### src/rtl/dscp_pkg.sv
// Shared constants, codes and control structs of the sector character packer.
package dscp_pkg;

   // Default configuration of the sector geometry.
   localparam int SECTOR_WORDS_DEF = 64;
   localparam int PACKET_WORDS_DEF = 16;
   localparam int ADDRESS_BITS_DEF = 18;

   // Fixed field widths of the channels.
   localparam int OPCODE_W    = 3;
   localparam int KIND_W      = 2;
   localparam int CHAR_W      = 6;
   localparam int WORD_W      = 27;
   localparam int PORT_ADDR_W = 18;
   localparam int POS_W       = 6;
   localparam int CSR_INDEX_W = 2;

   // Operation codes of a request.
   localparam logic [OPCODE_W-1:0] OP_CONNECT  = 3'd0;
   localparam logic [OPCODE_W-1:0] OP_SET_ADDR = 3'd1;
   localparam logic [OPCODE_W-1:0] OP_READ     = 3'd2;
   localparam logic [OPCODE_W-1:0] OP_WRITE    = 3'd3;
   localparam logic [OPCODE_W-1:0] OP_DISC     = 3'd4;
   localparam logic [OPCODE_W-1:0] OP_WEOR     = 3'd5;
   localparam logic [OPCODE_W-1:0] OP_LOAD     = 3'd6;

   // Kinds of response.
   localparam logic [KIND_W-1:0] KIND_ACK   = 2'd0;
   localparam logic [KIND_W-1:0] KIND_CHAR  = 2'd1;
   localparam logic [KIND_W-1:0] KIND_FETCH = 2'd2;
   localparam logic [KIND_W-1:0] KIND_WORD  = 2'd3;

   // Sources of the buffer read address.
   localparam logic [1:0] RD_PTR   = 2'd0;
   localparam logic [1:0] RD_ZERO  = 2'd1;
   localparam logic [1:0] RD_FLUSH = 2'd2;

   // Configuration register indexes.
   localparam logic [CSR_INDEX_W-1:0] CSR_ATTACHED = 2'd0;
   localparam logic [CSR_INDEX_W-1:0] CSR_LOCKED   = 2'd1;

   // Commands from the controller to the datapath.
   typedef struct packed {
      logic              accept;
      logic              connect;
      logic              set_addr;
      logic              load;
      logic              end_op;
      logic              end_eor;
      logic              end_err;
      logic              cap_binary;
      logic              ram_re;
      logic [1:0]        rd_src;
      logic              wr_char;
      logic              wr_pad;
      logic              wr_hdr;
      logic              rd_char;
      logic              scan_init;
      logic              scan_step;
      logic              fl_init;
      logic              emit;
      logic [KIND_W-1:0] emit_kind;
   } dscp_cmd_type;

   // Status from the datapath to the controller.
   typedef struct packed {
      logic [OPCODE_W-1:0] opcode;
      logic                ptr_ge_len;
      logic                ptr_ge_sector;
      logic                ptr_zero;
      logic                len_zero;
      logic                drive_attached;
      logic                write_ok;
      logic                scan_done;
      logic                pad_done;
      logic                fl_last;
      logic                out_free;
      logic                any_out;
   } dscp_sts_type;

endpackage

### src/rtl/dscp_ram.sv
// Generic single write port, single read port RAM with registered read data.
module dscp_ram
   import dscp_pkg::*;
#(
   parameter int WIDTH = WORD_W,
   parameter int DEPTH = SECTOR_WORDS_DEF
) (
   input  logic                     clock,
   input  logic                     we,
   input  logic [$clog2(DEPTH)-1:0] waddr,
   input  logic [WIDTH-1:0]         wdata,
   input  logic                     re,
   input  logic [$clog2(DEPTH)-1:0] raddr,
   output logic [WIDTH-1:0]         rdata
);

   logic [WIDTH-1:0] mem_ff [DEPTH];
   logic [WIDTH-1:0] rdata_ff;

   // Write port and registered read port.
   always_ff @(posedge clock) begin
      if (we) begin
         mem_ff[waddr] <= wdata;
      end
      if (re) begin
         rdata_ff <= mem_ff[raddr];
      end
   end

   assign rdata = rdata_ff;

endmodule

### src/rtl/dscp_ctrl.sv
// Controller state machine that sequences each request through the datapath.
module dscp_ctrl
   import dscp_pkg::*;
(
   input  logic         clock,
   input  logic         reset,
   input  logic         req_valid,
   output logic         req_stall,
   input  dscp_sts_type sts,
   output dscp_cmd_type cmd
);

   localparam logic [3:0] S_IDLE    = 4'd0;
   localparam logic [3:0] S_DEC     = 4'd1;
   localparam logic [3:0] S_RD_WAIT = 4'd2;
   localparam logic [3:0] S_RD_OUT  = 4'd3;
   localparam logic [3:0] S_FETCH   = 4'd4;
   localparam logic [3:0] S_WR_RD   = 4'd5;
   localparam logic [3:0] S_WR_WAIT = 4'd6;
   localparam logic [3:0] S_SCAN    = 4'd7;
   localparam logic [3:0] S_PAD_RD  = 4'd8;
   localparam logic [3:0] S_PAD_WR  = 4'd9;
   localparam logic [3:0] S_HDR_RD  = 4'd10;
   localparam logic [3:0] S_HDR_WR  = 4'd11;
   localparam logic [3:0] S_FL_RD   = 4'd12;
   localparam logic [3:0] S_FL_OUT  = 4'd13;
   localparam logic [3:0] S_FIN     = 4'd14;

   logic [3:0] state_ff;
   logic [3:0] state_in;

   // Only one request is in work at a time.
   assign req_stall = (state_ff != S_IDLE);

   // Next state and command decode.
   always_comb begin
      cmd      = '0;
      state_in = state_ff;
      case (state_ff)
         S_IDLE: begin
            if (req_valid) begin
               cmd.accept = 1'b1;
               state_in   = S_DEC;
            end
         end
         S_DEC: begin
            case (sts.opcode)
               OP_CONNECT: begin
                  cmd.connect = 1'b1;
                  state_in    = S_FIN;
               end
               OP_SET_ADDR: begin
                  cmd.set_addr = 1'b1;
                  state_in     = S_FIN;
               end
               OP_READ: begin
                  if (sts.ptr_ge_len) begin
                     if (!sts.drive_attached) begin
                        cmd.end_op  = 1'b1;
                        cmd.end_eor = 1'b1;
                        cmd.end_err = 1'b1;
                        state_in    = S_FIN;
                     end else begin
                        state_in = S_FETCH;
                     end
                  end else begin
                     cmd.ram_re = 1'b1;
                     cmd.rd_src = RD_PTR;
                     state_in   = S_RD_WAIT;
                  end
               end
               OP_WRITE: begin
                  if (sts.ptr_ge_sector) begin
                     if (sts.write_ok) begin
                        cmd.fl_init = 1'b1;
                        state_in    = S_FL_RD;
                     end else begin
                        cmd.end_op  = 1'b1;
                        cmd.end_eor = 1'b1;
                        cmd.end_err = 1'b1;
                        state_in    = S_FIN;
                     end
                  end else begin
                     cmd.ram_re = 1'b1;
                     cmd.rd_src = RD_PTR;
                     state_in   = S_WR_WAIT;
                  end
               end
               OP_DISC: begin
                  cmd.end_op     = 1'b1;
                  cmd.cap_binary = 1'b1;
                  if (sts.len_zero && !sts.ptr_zero) begin
                     cmd.scan_init = 1'b1;
                     state_in      = S_SCAN;
                  end else begin
                     state_in = S_FIN;
                  end
               end
               OP_WEOR: begin
                  cmd.end_op     = 1'b1;
                  cmd.end_eor    = 1'b1;
                  cmd.cap_binary = 1'b1;
                  if (!sts.ptr_zero) begin
                     cmd.scan_init = 1'b1;
                     state_in      = S_SCAN;
                  end else begin
                     state_in = S_FIN;
                  end
               end
               OP_LOAD: begin
                  cmd.load = 1'b1;
                  state_in = S_FIN;
               end
               default: begin
                  state_in = S_FIN;
               end
            endcase
         end
         S_RD_WAIT: begin
            cmd.rd_char = 1'b1;
            state_in    = S_RD_OUT;
         end
         S_RD_OUT: begin
            if (sts.out_free) begin
               cmd.emit      = 1'b1;
               cmd.emit_kind = KIND_CHAR;
               state_in      = S_FIN;
            end
         end
         S_FETCH: begin
            if (sts.out_free) begin
               cmd.emit      = 1'b1;
               cmd.emit_kind = KIND_FETCH;
               state_in      = S_FIN;
            end
         end
         S_WR_RD: begin
            cmd.ram_re = 1'b1;
            cmd.rd_src = RD_PTR;
            state_in   = S_WR_WAIT;
         end
         S_WR_WAIT: begin
            cmd.wr_char = 1'b1;
            state_in    = S_FIN;
         end
         S_SCAN: begin
            if (sts.scan_done) begin
               state_in = S_PAD_RD;
            end else begin
               cmd.scan_step = 1'b1;
            end
         end
         S_PAD_RD: begin
            if (sts.pad_done) begin
               state_in = S_HDR_RD;
            end else begin
               cmd.ram_re = 1'b1;
               cmd.rd_src = RD_PTR;
               state_in   = S_PAD_WR;
            end
         end
         S_PAD_WR: begin
            cmd.wr_pad = 1'b1;
            state_in   = S_PAD_RD;
         end
         S_HDR_RD: begin
            cmd.ram_re = 1'b1;
            cmd.rd_src = RD_ZERO;
            state_in   = S_HDR_WR;
         end
         S_HDR_WR: begin
            cmd.wr_hdr = 1'b1;
            if (sts.write_ok) begin
               cmd.fl_init = 1'b1;
               state_in    = S_FL_RD;
            end else begin
               cmd.end_op  = 1'b1;
               cmd.end_eor = 1'b1;
               cmd.end_err = 1'b1;
               state_in    = S_FIN;
            end
         end
         S_FL_RD: begin
            cmd.ram_re = 1'b1;
            cmd.rd_src = RD_FLUSH;
            state_in   = S_FL_OUT;
         end
         S_FL_OUT: begin
            if (sts.out_free) begin
               cmd.emit      = 1'b1;
               cmd.emit_kind = KIND_WORD;
               if (sts.fl_last) begin
                  state_in = (sts.opcode == OP_WRITE) ? S_WR_RD : S_FIN;
               end else begin
                  state_in = S_FL_RD;
               end
            end
         end
         S_FIN: begin
            if (sts.any_out) begin
               state_in = S_IDLE;
            end else if (sts.out_free) begin
               cmd.emit      = 1'b1;
               cmd.emit_kind = KIND_ACK;
               state_in      = S_IDLE;
            end
         end
         default: begin
            state_in = S_IDLE;
         end
      endcase
   end

   // State register.
   always_ff @(posedge clock) begin
      if (reset) begin
         state_ff <= S_IDLE;
      end else begin
         state_ff <= state_in;
      end
   end

endmodule

### src/rtl/dscp_dpath.sv
// Datapath: sector buffer, pointers, address, flags and the response register.
module dscp_dpath
   import dscp_pkg::*;
#(
   parameter int SECTOR_WORDS = SECTOR_WORDS_DEF,
   parameter int PACKET_WORDS = PACKET_WORDS_DEF,
   parameter int ADDRESS_BITS = ADDRESS_BITS_DEF
) (
   input  logic                   clock,
   input  logic                   reset,
   input  dscp_cmd_type           cmd,
   output dscp_sts_type           sts,
   input  logic                   drive_attached,
   input  logic                   write_locked,
   input  logic [OPCODE_W-1:0]    req_opcode,
   input  logic                   req_binary_mode,
   input  logic [PORT_ADDR_W-1:0] req_sector_address,
   input  logic [CHAR_W-1:0]      req_char_in,
   input  logic [WORD_W-1:0]      req_disk_word,
   input  logic [POS_W-1:0]       req_word_index,
   output logic                   rsp_valid,
   input  logic                   rsp_stall,
   output logic [KIND_W-1:0]      rsp_kind,
   output logic [CHAR_W-1:0]      rsp_char_out,
   output logic [PORT_ADDR_W-1:0] rsp_address_out,
   output logic [WORD_W-1:0]      rsp_word_out,
   output logic [POS_W-1:0]       rsp_word_pos,
   output logic                   rsp_last,
   output logic                   rsp_end_of_record,
   output logic                   rsp_error,
   output logic                   rsp_error_flag
);

   localparam int SC    = SECTOR_WORDS * 4;
   localparam int PC    = PACKET_WORDS * 4;
   localparam int NPKT  = SECTOR_WORDS / PACKET_WORDS;
   localparam int AW    = $clog2(SECTOR_WORDS);
   localparam int PTR_W = $clog2(SC + 1);
   localparam int BND_W = $clog2(SC + PC + 1);
   localparam int PK_W  = $clog2(NPKT + 2) + 1;

   // Latched request.
   logic [OPCODE_W-1:0]    it_op_ff;
   logic                   it_bin_ff;
   logic [PORT_ADDR_W-1:0] it_addr_ff;
   logic [CHAR_W-1:0]      it_ch_ff;
   logic [WORD_W-1:0]      it_word_ff;
   logic [POS_W-1:0]       it_idx_ff;

   // Buffer control state.
   logic [PTR_W-1:0]        ptr_ff;
   logic [PTR_W-1:0]        len_ff;
   logic [ADDRESS_BITS-1:0] addr_ff;
   logic                    op_bin_ff;
   logic                    sticky_ff;
   logic                    fill_bin_ff;
   logic [2:0]              hdr_ff;
   logic [SECTOR_WORDS-1:0] vld_ff;
   logic                    vld_q_ff;
   logic [BND_W-1:0]        bound_ff;
   logic [PK_W-1:0]         pk_ff;
   logic [AW-1:0]           fi_ff;
   logic [CHAR_W-1:0]       char_ff;
   logic                    item_eor_ff;
   logic                    item_err_ff;
   logic                    any_out_ff;

   // Response register.
   logic                   rsp_valid_ff;
   logic [KIND_W-1:0]      kind_ff;
   logic [CHAR_W-1:0]      char_out_ff;
   logic [PORT_ADDR_W-1:0] addr_out_ff;
   logic [WORD_W-1:0]      word_out_ff;
   logic [POS_W-1:0]       pos_ff;
   logic                   last_ff;
   logic                   eor_ff;
   logic                   err_ff;
   logic                   eflag_ff;

   // Buffer memory ports.
   logic              ram_we;
   logic [AW-1:0]     ram_waddr;
   logic [WORD_W-1:0] ram_wdata;
   logic [AW-1:0]     ram_raddr;
   logic [WORD_W-1:0] ram_rdata;
   logic [WORD_W-1:0] rd_word;
   logic [AW-1:0]     wptr;

   // Derived control values.
   logic              load_we;
   logic              load_done;
   logic              rd_end;
   logic              end_any;
   logic              eor_any;
   logic              fl_last;
   logic              fl_done;
   logic [BND_W-1:0]  pktend;
   logic [PK_W-1:0]   pkts_fill;
   logic [PK_W-1:0]   hfield_full;
   logic [2:0]        hdr_bits;
   logic [1:0]        field;
   logic [PK_W-1:0]   pkts_load;
   logic [PTR_W-1:0]  ptr_inc;
   logic [CHAR_W-1:0] char_sel;

   dscp_ram #(
      .WIDTH (WORD_W),
      .DEPTH (SECTOR_WORDS)
   ) u_ram (
      .clock (clock),
      .we    (ram_we),
      .waddr (ram_waddr),
      .wdata (ram_wdata),
      .re    (cmd.ram_re),
      .raddr (ram_raddr),
      .rdata (ram_rdata)
   );

   // Words never written since the last clear read as zero.
   assign rd_word = vld_q_ff ? ram_rdata : '0;
   assign wptr    = AW'(ptr_ff[PTR_W-1:2]);
   assign ptr_inc = ptr_ff + PTR_W'(1);

   // Read address selection.
   always_comb begin
      case (cmd.rd_src)
         RD_PTR:   ram_raddr = wptr;
         RD_FLUSH: ram_raddr = fi_ff;
         default:  ram_raddr = '0;
      endcase
   end

   // Load word handling and packet count of a loaded sector.
   assign load_we   = cmd.load && (int'(it_idx_ff) < SECTOR_WORDS);
   assign load_done = cmd.load && (int'(it_idx_ff) == SECTOR_WORDS - 1);
   assign field     = hdr_ff[1:0];
   assign pkts_load = (NPKT > int'(field)) ? (PK_W'(NPKT) - PK_W'(field)) : PK_W'(1);

   // Packet boundary of a fill and the header it leaves in word 0.
   assign pktend      = (bound_ff > BND_W'(SC)) ? BND_W'(SC) : bound_ff;
   assign pkts_fill   = (bound_ff > BND_W'(SC)) ? PK_W'(NPKT) : pk_ff;
   assign hfield_full = PK_W'(NPKT) - pkts_fill;
   assign hdr_bits    = {~fill_bin_ff, hfield_full[1:0]};

   // Write port selection.
   always_comb begin
      ram_we    = 1'b0;
      ram_waddr = wptr;
      ram_wdata = {3'b000, rd_word[17:0], it_ch_ff};
      if (cmd.wr_char) begin
         ram_we = 1'b1;
      end else if (cmd.wr_pad) begin
         ram_we    = 1'b1;
         ram_wdata = {3'b000, rd_word[17:0], {CHAR_W{1'b0}}};
      end else if (cmd.wr_hdr) begin
         ram_we    = 1'b1;
         ram_waddr = '0;
         ram_wdata = rd_word | {hdr_bits, 24'd0};
      end else if (load_we) begin
         ram_we    = 1'b1;
         ram_waddr = AW'(it_idx_ff);
         ram_wdata = it_word_ff;
      end
   end

   // Character extraction, most significant character first.
   always_comb begin
      case (ptr_ff[1:0])
         2'd0:    char_sel = rd_word[23:18];
         2'd1:    char_sel = rd_word[17:12];
         2'd2:    char_sel = rd_word[11:6];
         default: char_sel = rd_word[5:0];
      endcase
   end

   // End of record when the last character of a record is read.
   assign rd_end  = (ptr_inc >= len_ff) && (op_bin_ff || hdr_ff[2]);
   assign end_any = cmd.end_op || (cmd.rd_char && rd_end);
   assign eor_any = cmd.end_eor || cmd.end_err || (cmd.rd_char && rd_end);

   assign fl_last = (fi_ff == AW'(SECTOR_WORDS - 1));
   assign fl_done = cmd.emit && (cmd.emit_kind == KIND_WORD) && fl_last;

   // Latch the request on transfer.
   always_ff @(posedge clock) begin
      if (cmd.accept) begin
         it_op_ff   <= req_opcode;
         it_bin_ff  <= req_binary_mode;
         it_addr_ff <= req_sector_address;
         it_ch_ff   <= req_char_in;
         it_word_ff <= req_disk_word;
         it_idx_ff  <= req_word_index;
      end
   end

   // Buffer pointers, address, header shadow and valid bits.
   always_ff @(posedge clock) begin
      if (reset) begin
         ptr_ff      <= '0;
         len_ff      <= '0;
         addr_ff     <= '0;
         op_bin_ff   <= 1'b0;
         sticky_ff   <= 1'b0;
         fill_bin_ff <= 1'b0;
         hdr_ff      <= '0;
         vld_ff      <= '0;
         item_eor_ff <= 1'b0;
         item_err_ff <= 1'b0;
         any_out_ff  <= 1'b0;
      end else begin
         if (cmd.accept) begin
            item_eor_ff <= 1'b0;
            item_err_ff <= 1'b0;
            any_out_ff  <= 1'b0;
         end
         if (cmd.emit) begin
            any_out_ff <= 1'b1;
         end
         if (cmd.cap_binary) begin
            fill_bin_ff <= op_bin_ff;
         end
         if (end_any) begin
            op_bin_ff <= 1'b0;
         end
         if (eor_any) begin
            item_eor_ff <= 1'b1;
         end
         if (cmd.end_err) begin
            item_err_ff <= 1'b1;
            sticky_ff   <= 1'b1;
         end
         if (cmd.set_addr) begin
            addr_ff <= ADDRESS_BITS'(it_addr_ff);
         end
         if (load_done || fl_done) begin
            addr_ff <= addr_ff + ADDRESS_BITS'(1);
         end
         if (cmd.wr_char || cmd.wr_pad || cmd.rd_char) begin
            ptr_ff <= ptr_inc;
         end
         if (load_done) begin
            ptr_ff <= '0;
            len_ff <= PTR_W'(int'(pkts_load) * PC);
         end
         // Header shadow of the top bits of word 0.
         if ((cmd.wr_char || cmd.wr_pad) && (wptr == '0)) begin
            hdr_ff <= '0;
         end
         if (cmd.wr_hdr) begin
            hdr_ff <= hdr_ff | hdr_bits;
         end
         if (load_we && (it_idx_ff == '0)) begin
            hdr_ff <= it_word_ff[26:24];
         end
         if (ram_we) begin
            vld_ff[ram_waddr] <= 1'b1;
         end
         // Connect and a completed flush empty the buffer.
         if (cmd.connect) begin
            op_bin_ff <= it_bin_ff;
            ptr_ff    <= '0;
            len_ff    <= '0;
            hdr_ff    <= '0;
            vld_ff    <= '0;
         end
         if (fl_done) begin
            ptr_ff <= '0;
            hdr_ff <= '0;
            vld_ff <= '0;
         end
      end
   end

   // Fill scan, flush index, read valid and captured character.
   always_ff @(posedge clock) begin
      if (cmd.ram_re) begin
         vld_q_ff <= vld_ff[ram_raddr];
      end
      if (cmd.scan_init) begin
         bound_ff <= BND_W'(PC);
         pk_ff    <= PK_W'(1);
      end else if (cmd.scan_step) begin
         bound_ff <= bound_ff + BND_W'(PC);
         pk_ff    <= pk_ff + PK_W'(1);
      end
      if (cmd.fl_init) begin
         fi_ff <= '0;
      end else if (cmd.emit && (cmd.emit_kind == KIND_WORD)) begin
         fi_ff <= fi_ff + AW'(1);
      end
      if (cmd.rd_char) begin
         char_ff <= char_sel;
      end
   end

   // Response register: loads when empty or when its transfer completes.
   always_ff @(posedge clock) begin
      if (reset) begin
         rsp_valid_ff <= 1'b0;
      end else if (cmd.emit) begin
         rsp_valid_ff <= 1'b1;
      end else if (!rsp_stall) begin
         rsp_valid_ff <= 1'b0;
      end
   end

   always_ff @(posedge clock) begin
      if (cmd.emit) begin
         kind_ff     <= cmd.emit_kind;
         char_out_ff <= (cmd.emit_kind == KIND_CHAR) ? char_ff : '0;
         addr_out_ff <= PORT_ADDR_W'(addr_ff);
         word_out_ff <= (cmd.emit_kind == KIND_WORD) ? rd_word : '0;
         pos_ff      <= (cmd.emit_kind == KIND_WORD) ? POS_W'(fi_ff) : '0;
         last_ff     <= (cmd.emit_kind != KIND_WORD) || fl_last;
         eor_ff      <= item_eor_ff;
         err_ff      <= item_err_ff;
         eflag_ff    <= sticky_ff;
      end
   end

   assign rsp_valid         = rsp_valid_ff;
   assign rsp_kind          = kind_ff;
   assign rsp_char_out      = char_out_ff;
   assign rsp_address_out   = addr_out_ff;
   assign rsp_word_out      = word_out_ff;
   assign rsp_word_pos      = pos_ff;
   assign rsp_last          = last_ff;
   assign rsp_end_of_record = eor_ff;
   assign rsp_error         = err_ff;
   assign rsp_error_flag    = eflag_ff;

   // Status to the controller.
   always_comb begin
      sts                = '0;
      sts.opcode         = it_op_ff;
      sts.ptr_ge_len     = (ptr_ff >= len_ff);
      sts.ptr_ge_sector  = (ptr_ff >= PTR_W'(SC));
      sts.ptr_zero       = (ptr_ff == '0);
      sts.len_zero       = (len_ff == '0);
      sts.drive_attached = drive_attached;
      sts.write_ok       = drive_attached && !write_locked;
      sts.scan_done      = (bound_ff >= BND_W'(ptr_ff));
      sts.pad_done       = (BND_W'(ptr_ff) >= pktend);
      sts.fl_last        = fl_last;
      sts.out_free       = !rsp_valid_ff || !rsp_stall;
      sts.any_out        = any_out_ff;
   end

endmodule

### src/rtl/disk_sector_char_packer_top.sv
// Top level of the disk sector character packer: configuration and the two units.
//
// Usage: requests arrive on the req_ channel (valid/stall); one transfer carries an
// opcode and its operands. Each request gives one or more responses on the rsp_
// channel, the final one marked by rsp_last. The csr_ channel (valid/ready, always
// ready) writes the drive-attached and write-lock bits; write it only while idle.
// Requests are handled one at a time: req_stall is high from the transfer until the
// sequencer is back in idle. A sector flush reads each word through the buffer RAM's
// registered read port and then emits it, one word at a time; a fill first scans
// the packets up to the write pointer, then pads each remaining character of the
// last packet with a buffer read and a write, then reads and writes the header.
// A new request is taken while the last response still waits.
// If the receiver stalls, the response register holds and the sequencer waits.
// Reset clears all control state, the sticky error and the buffer valid bits at
// once (no clearing pass); the buffer reads as all zero afterwards.
module disk_sector_char_packer_top
   import dscp_pkg::*;
#(
   parameter int SECTOR_WORDS = SECTOR_WORDS_DEF,
   parameter int PACKET_WORDS = PACKET_WORDS_DEF,
   parameter int ADDRESS_BITS = ADDRESS_BITS_DEF
) (
   input  logic                   clock,
   input  logic                   reset,
   input  logic                   req_valid,
   output logic                   req_stall,
   input  logic [OPCODE_W-1:0]    req_opcode,
   input  logic                   req_binary_mode,
   input  logic [PORT_ADDR_W-1:0] req_sector_address,
   input  logic [CHAR_W-1:0]      req_char_in,
   input  logic [WORD_W-1:0]      req_disk_word,
   input  logic [POS_W-1:0]       req_word_index,
   output logic                   rsp_valid,
   input  logic                   rsp_stall,
   output logic [KIND_W-1:0]      rsp_kind,
   output logic [CHAR_W-1:0]      rsp_char_out,
   output logic [PORT_ADDR_W-1:0] rsp_address_out,
   output logic [WORD_W-1:0]      rsp_word_out,
   output logic [POS_W-1:0]       rsp_word_pos,
   output logic                   rsp_last,
   output logic                   rsp_end_of_record,
   output logic                   rsp_error,
   output logic                   rsp_error_flag,
   input  logic                   csr_valid,
   output logic                   csr_ready,
   input  logic [CSR_INDEX_W-1:0] csr_index,
   input  logic                   csr_wdata
);

   logic         attached_ff;
   logic         locked_ff;
   dscp_cmd_type cmd;
   dscp_sts_type sts;

   // Configuration registers; writes are always taken.
   assign csr_ready = 1'b1;

   always_ff @(posedge clock) begin
      if (reset) begin
         attached_ff <= 1'b0;
         locked_ff   <= 1'b0;
      end else if (csr_valid && csr_ready) begin
         case (csr_index)
            CSR_ATTACHED: attached_ff <= csr_wdata;
            CSR_LOCKED:   locked_ff   <= csr_wdata;
            default:      ;
         endcase
      end
   end

   dscp_ctrl u_ctrl (
      .clock     (clock),
      .reset     (reset),
      .req_valid (req_valid),
      .req_stall (req_stall),
      .sts       (sts),
      .cmd       (cmd)
   );

   dscp_dpath #(
      .SECTOR_WORDS (SECTOR_WORDS),
      .PACKET_WORDS (PACKET_WORDS),
      .ADDRESS_BITS (ADDRESS_BITS)
   ) u_dpath (
      .clock              (clock),
      .reset              (reset),
      .cmd                (cmd),
      .sts                (sts),
      .drive_attached     (attached_ff),
      .write_locked       (locked_ff),
      .req_opcode         (req_opcode),
      .req_binary_mode    (req_binary_mode),
      .req_sector_address (req_sector_address),
      .req_char_in        (req_char_in),
      .req_disk_word      (req_disk_word),
      .req_word_index     (req_word_index),
      .rsp_valid          (rsp_valid),
      .rsp_stall          (rsp_stall),
      .rsp_kind           (rsp_kind),
      .rsp_char_out       (rsp_char_out),
      .rsp_address_out    (rsp_address_out),
      .rsp_word_out       (rsp_word_out),
      .rsp_word_pos       (rsp_word_pos),
      .rsp_last           (rsp_last),
      .rsp_end_of_record  (rsp_end_of_record),
      .rsp_error          (rsp_error),
      .rsp_error_flag     (rsp_error_flag)
   );

endmodule

### config.mk
export PLATFORM = sky130hd
export DESIGN_NAME = disk_sector_char_packer_top
export DESIGN_NICKNAME = d
export VERILOG_FILES = /design/src/rtl/dscp_pkg.sv /design/src/rtl/dscp_ram.sv /design/src/rtl/dscp_ctrl.sv /design/src/rtl/dscp_dpath.sv /design/src/rtl/disk_sector_char_packer_top.sv
export SDC_FILE = /design/constraint.sdc
export NUM_CORES = 2
export LEC_CHECK = 0
export ABC_AREA = 0
export CAP_MARGIN = 25
export CORE_ASPECT_RATIO = 1.2
export CORE_MARGIN = 4
export CORE_UTILIZATION = 45
export DETAILED_ROUTE_END_ITERATION = 8
export DONT_BUFFER_PORTS = 1
export PLACE_DENSITY_LB_ADDON = 0.2
export SKIP_LAST_GASP = 1
export SYNTH_ARGS = -nofsm -noshare
export SYNTH_HDL_FRONTEND = slang
export SYNTH_SLANG_ARGS = --single-unit
### constraint.sdc
create_clock -name clock -period 12.3 [get_ports clock]
set_input_delay 3.075 -clock clock [delete_from_list [all_inputs] [get_ports clock]]
set_output_delay 3.075 -clock clock [all_outputs]
set_load 0.05 [all_outputs]
==> summary.md <==
| Metric | Value |
|---|---|
| Status | `finished clean` |
| CORE AREA | `0.175 sq mm` |
| Sequential element share of the synthesized area | `between 70% and 80%` |
| Initial Utilization | `45.3%` |
| Worst Path Required | `9220 ps` |
| CP Max Fanout | `25` |
| Top FF cell, synth | `edfxtp_1` |
| Critical Path Source Type | `register` |
| Relative slew slack | `25.6%` |
| Worst vdd ir | `0.142 mV` |
| DRC | `0` |
| DRT iter0 DRCs | `5,909` |
| IO Pins | `about 140` |
| Clk buf depth | `3` |
| Leak Pwr | `between 20 and 30 nW` |
| Die area | `approximately 0.18 sq mm` |
| CTS tree | `built` |
| CP cell instances | `nor2_2 -> nand2_1` |
| Clock skew | `30.8 ps` |
| Worst Max-Slew Pin Slew | `1110 ps` |
| Routed WL | `235 mm` |
| Rows | `168` |
| Critical Path Slowest Stage Cell | `dfxtp_1` |
| CP Data Arrival Time | `2390 ps` |
| Layout cells sized above 1 | `16.1%` |
| Post-CTS setup buffers | `0` |
| Later-pin clock latency in the skew report | `around 830 ps` |
| RSZ-0062 raised after global routing | `no` |
| Hold_buf cts | `0` |
| Commonest non-fill, non-tap cells in the layout | `edfxtp_1, and3_1, a211oi_1` |
| Syn Area/Cell | `16.7 sq um` |
| Cell count after synthesis | `between 4k and 5k` |
| CP Class | `register to output pin` |
| Asr flop ratio synth | `0%` |
| DRT antenna net count | `0` |
| CTS Sinks | `2,007` |
| Vias in the first global route | `44.4k` |
| Final hold viol count | `0` |
| Initial antenna violation count | `17` |
| Post-synth EDFFs | `1,886` |
| Leading cell type in the layout, fill and taps excluded | `edfxtp_1` |
| Shortest period the worst path allows | `5470 ps` |
| CP Capture Type | `output pin` |
| DRT Pass-1 Iters | `8` |
| Yosys Warn Count | `0` |
| Fmax | `183 MHz` |
| CTS root buffer | `clkbuf_16` |
| Final period utilization | `~44%` |
| PostCTS Resize Cnt | `0` |
| Maxcap violations | `0` |
| Final nets | `4,870` |
| DPL Wire Length | `134 mm` |
| Vias per cell | `approximately 6.4` |
| Via count | `46.3k` |
| Synthesized Nets | `4,841` |
| Max H-tree Level | `4` |
| Tot Pwr | `16.4 mW` |
| First-pass GRT wire length | `333 mm` |
| Gr ovfl total | `0` |
| Largest net degree at the start of global routing | `roughly 140` |
| Final Slew Violations | `0` |
| Setup Viol. Count Final | `0` |
| GRT Util Overall | `25.4%` |
| Die X | `391 um` |
| RD Place Congestion | `0.898` |
| Area Growth Syn to Fin | `12.4%` |
| Avg WL per Cell | `32.5 um` |
| Fill cells | `14.2k` |
| FF+latch count, synth | `2,007` |
| PortBufs | `0` |
| Die height | `468 um` |
| Post-Syn Area | `between 0.07 and 0.08 sq mm` |
| Final worst slack | `6830 ps` |
| Finished Core Util | `50.9%` |
| Pre-CTS setup slack | `6700 ps` |
| Worst-path clk slew | `60 ps` |
| Final setup TNS | `0 ps` |
| Worst hold path type | `register to register` |
| Cts bufs inserted | `186` |
| CP peak stage delay | `830 ps` |
| PD cells | `~180 mW/mm^2` |
| Post-synth cell types | `~90` |
where the power goes:
part / leakage (nW) / internal (mW) / switching, mW / total, mW
Combinational: 7.20 / 0.372 / 1.51 / 1.89
Clock: 2.90 / 3.18 / 2.49 / 5.67
Sequential: 18.1 / 8.37 / 0.431 / 8.80
Total: 28.2 / 11.9 / 4.43 / 16.4
critical path: cells and delay by family, from the launching register on:
kind | cells | cell delay (ps)
flops | 1 | 830
simple gates | 2 | 750
metrics by stage:
stage | instances | area (sq um) | hold slack [ps]
floorplan | 4748 | 79200 | 408
global placement | 6862 | 82700 | 414
detailed placement | 6877 | 82900 | 418
CTS | 7224 | 88900 | 438
global route | 7236 | 89000 | 446
finish | 7241 | 89000 | 438
metal layers:
metal / up-vias / routed length [um] / track usage [%]
met5: - / 107 / 0
met4: 16 / 9690 / 10.2
met3: 404 / 21500 / 5.23
met2: 2410 / 113000 / 41.4
met1: 24100 / 90700 / 33.5
li1: 19400 / - / -
cell usage after synthesis, types with 71 or more instances:
master | number | share of area [%]
o21ai_0 | 239 | 1.5
and3_1 | 281 | 2.2
a21oi_1 | 71 | 0.45
a211oi_1 | 251 | 2.4
edfxtp_1 | 1886 | 72
nand3_1 | 192 | 1.2
mux2i_1 | 90 | 1.1
clkbuf_1 | 238 | 1.1
nor2_1 | 192 | 0.91
dfxtp_1 | 121 | 3.1
nand2_1 | 176 | 0.83
mux4_2 | 199 | 5.7
path summary, 6_finish.rpt:
check,slack [ps],depth (start not counted),end,from
setup / recovery,6830,2,req_stall,u_ctrl.state_ff[2]
hold / removal,440,0,u_dpath.rsp_error_flag,u_dpath.sticky_ff
setup reg to reg,6840,10,u_dpath.u_ram.rdata[11],u_ctrl.state_ff[2]
hold reg to reg,440,0,u_dpath.rsp_error_flag,u_dpath.sticky_ff
state kept, by name, indices dropped and copies added (netlist names), 6 cells and up:
signal	count
u_dpath.u_ram.mem_ff	1728
u_dpath.rsp_word_out	27
u_dpath.addr_ff	18
u_dpath.vld_ff	64
u_dpath.it_addr_ff	18
u_dpath.ptr_ff	9
u_dpath.rsp_word_pos	6
u_dpath.it_idx_ff	6
u_dpath.rsp_address_out	18
u_dpath.rsp_char_out	6
u_dpath.u_ram.rdata	27
u_dpath.it_word_ff	27
u_dpath.char_ff	6
u_dpath.fi_ff	6
u_dpath.it_ch_ff	6
cell type report:
| class | instances | area, sq um | share of cell area (%) |
|---|---|---|---|
| Antenna cell | 10 | 25.0 | 0.0281 |
| Clock buffer | 265 | 5250 | 5.90 |
| Clock inverter | 82 | 667 | 0.749 |
| Inverter | 29 | 109 | 0.122 |
| Multi-Input combinational cell | 2380 | 19400 | 21.8 |
| Sequential cell | 2007 | 59100 | 66.3 |
| Tap cell | 2295 | 2870 | 3.23 |
| Timing Repair Buffer | 173 | 1630 | 1.84 |
cell families (layout without fill, tap and decap cells):
kind of cell / count (synthesis) / count (layout) / synth area share (%)
fa+ha+maj: 24 / 24 / 0.379
other cells: 1 / 11 / 0.00473
xor+xnor: 21 / 21 / 0.232
simple gates: 1030 / 1030 / 6.79
compound gates: 1013 / 1013 / 9.25
flops: 2007 / 2007 / 74.6
buf+inv: 361 / 549 / 1.95
mux: 291 / 291 / 6.82
(Power assumes the default switching activity.)
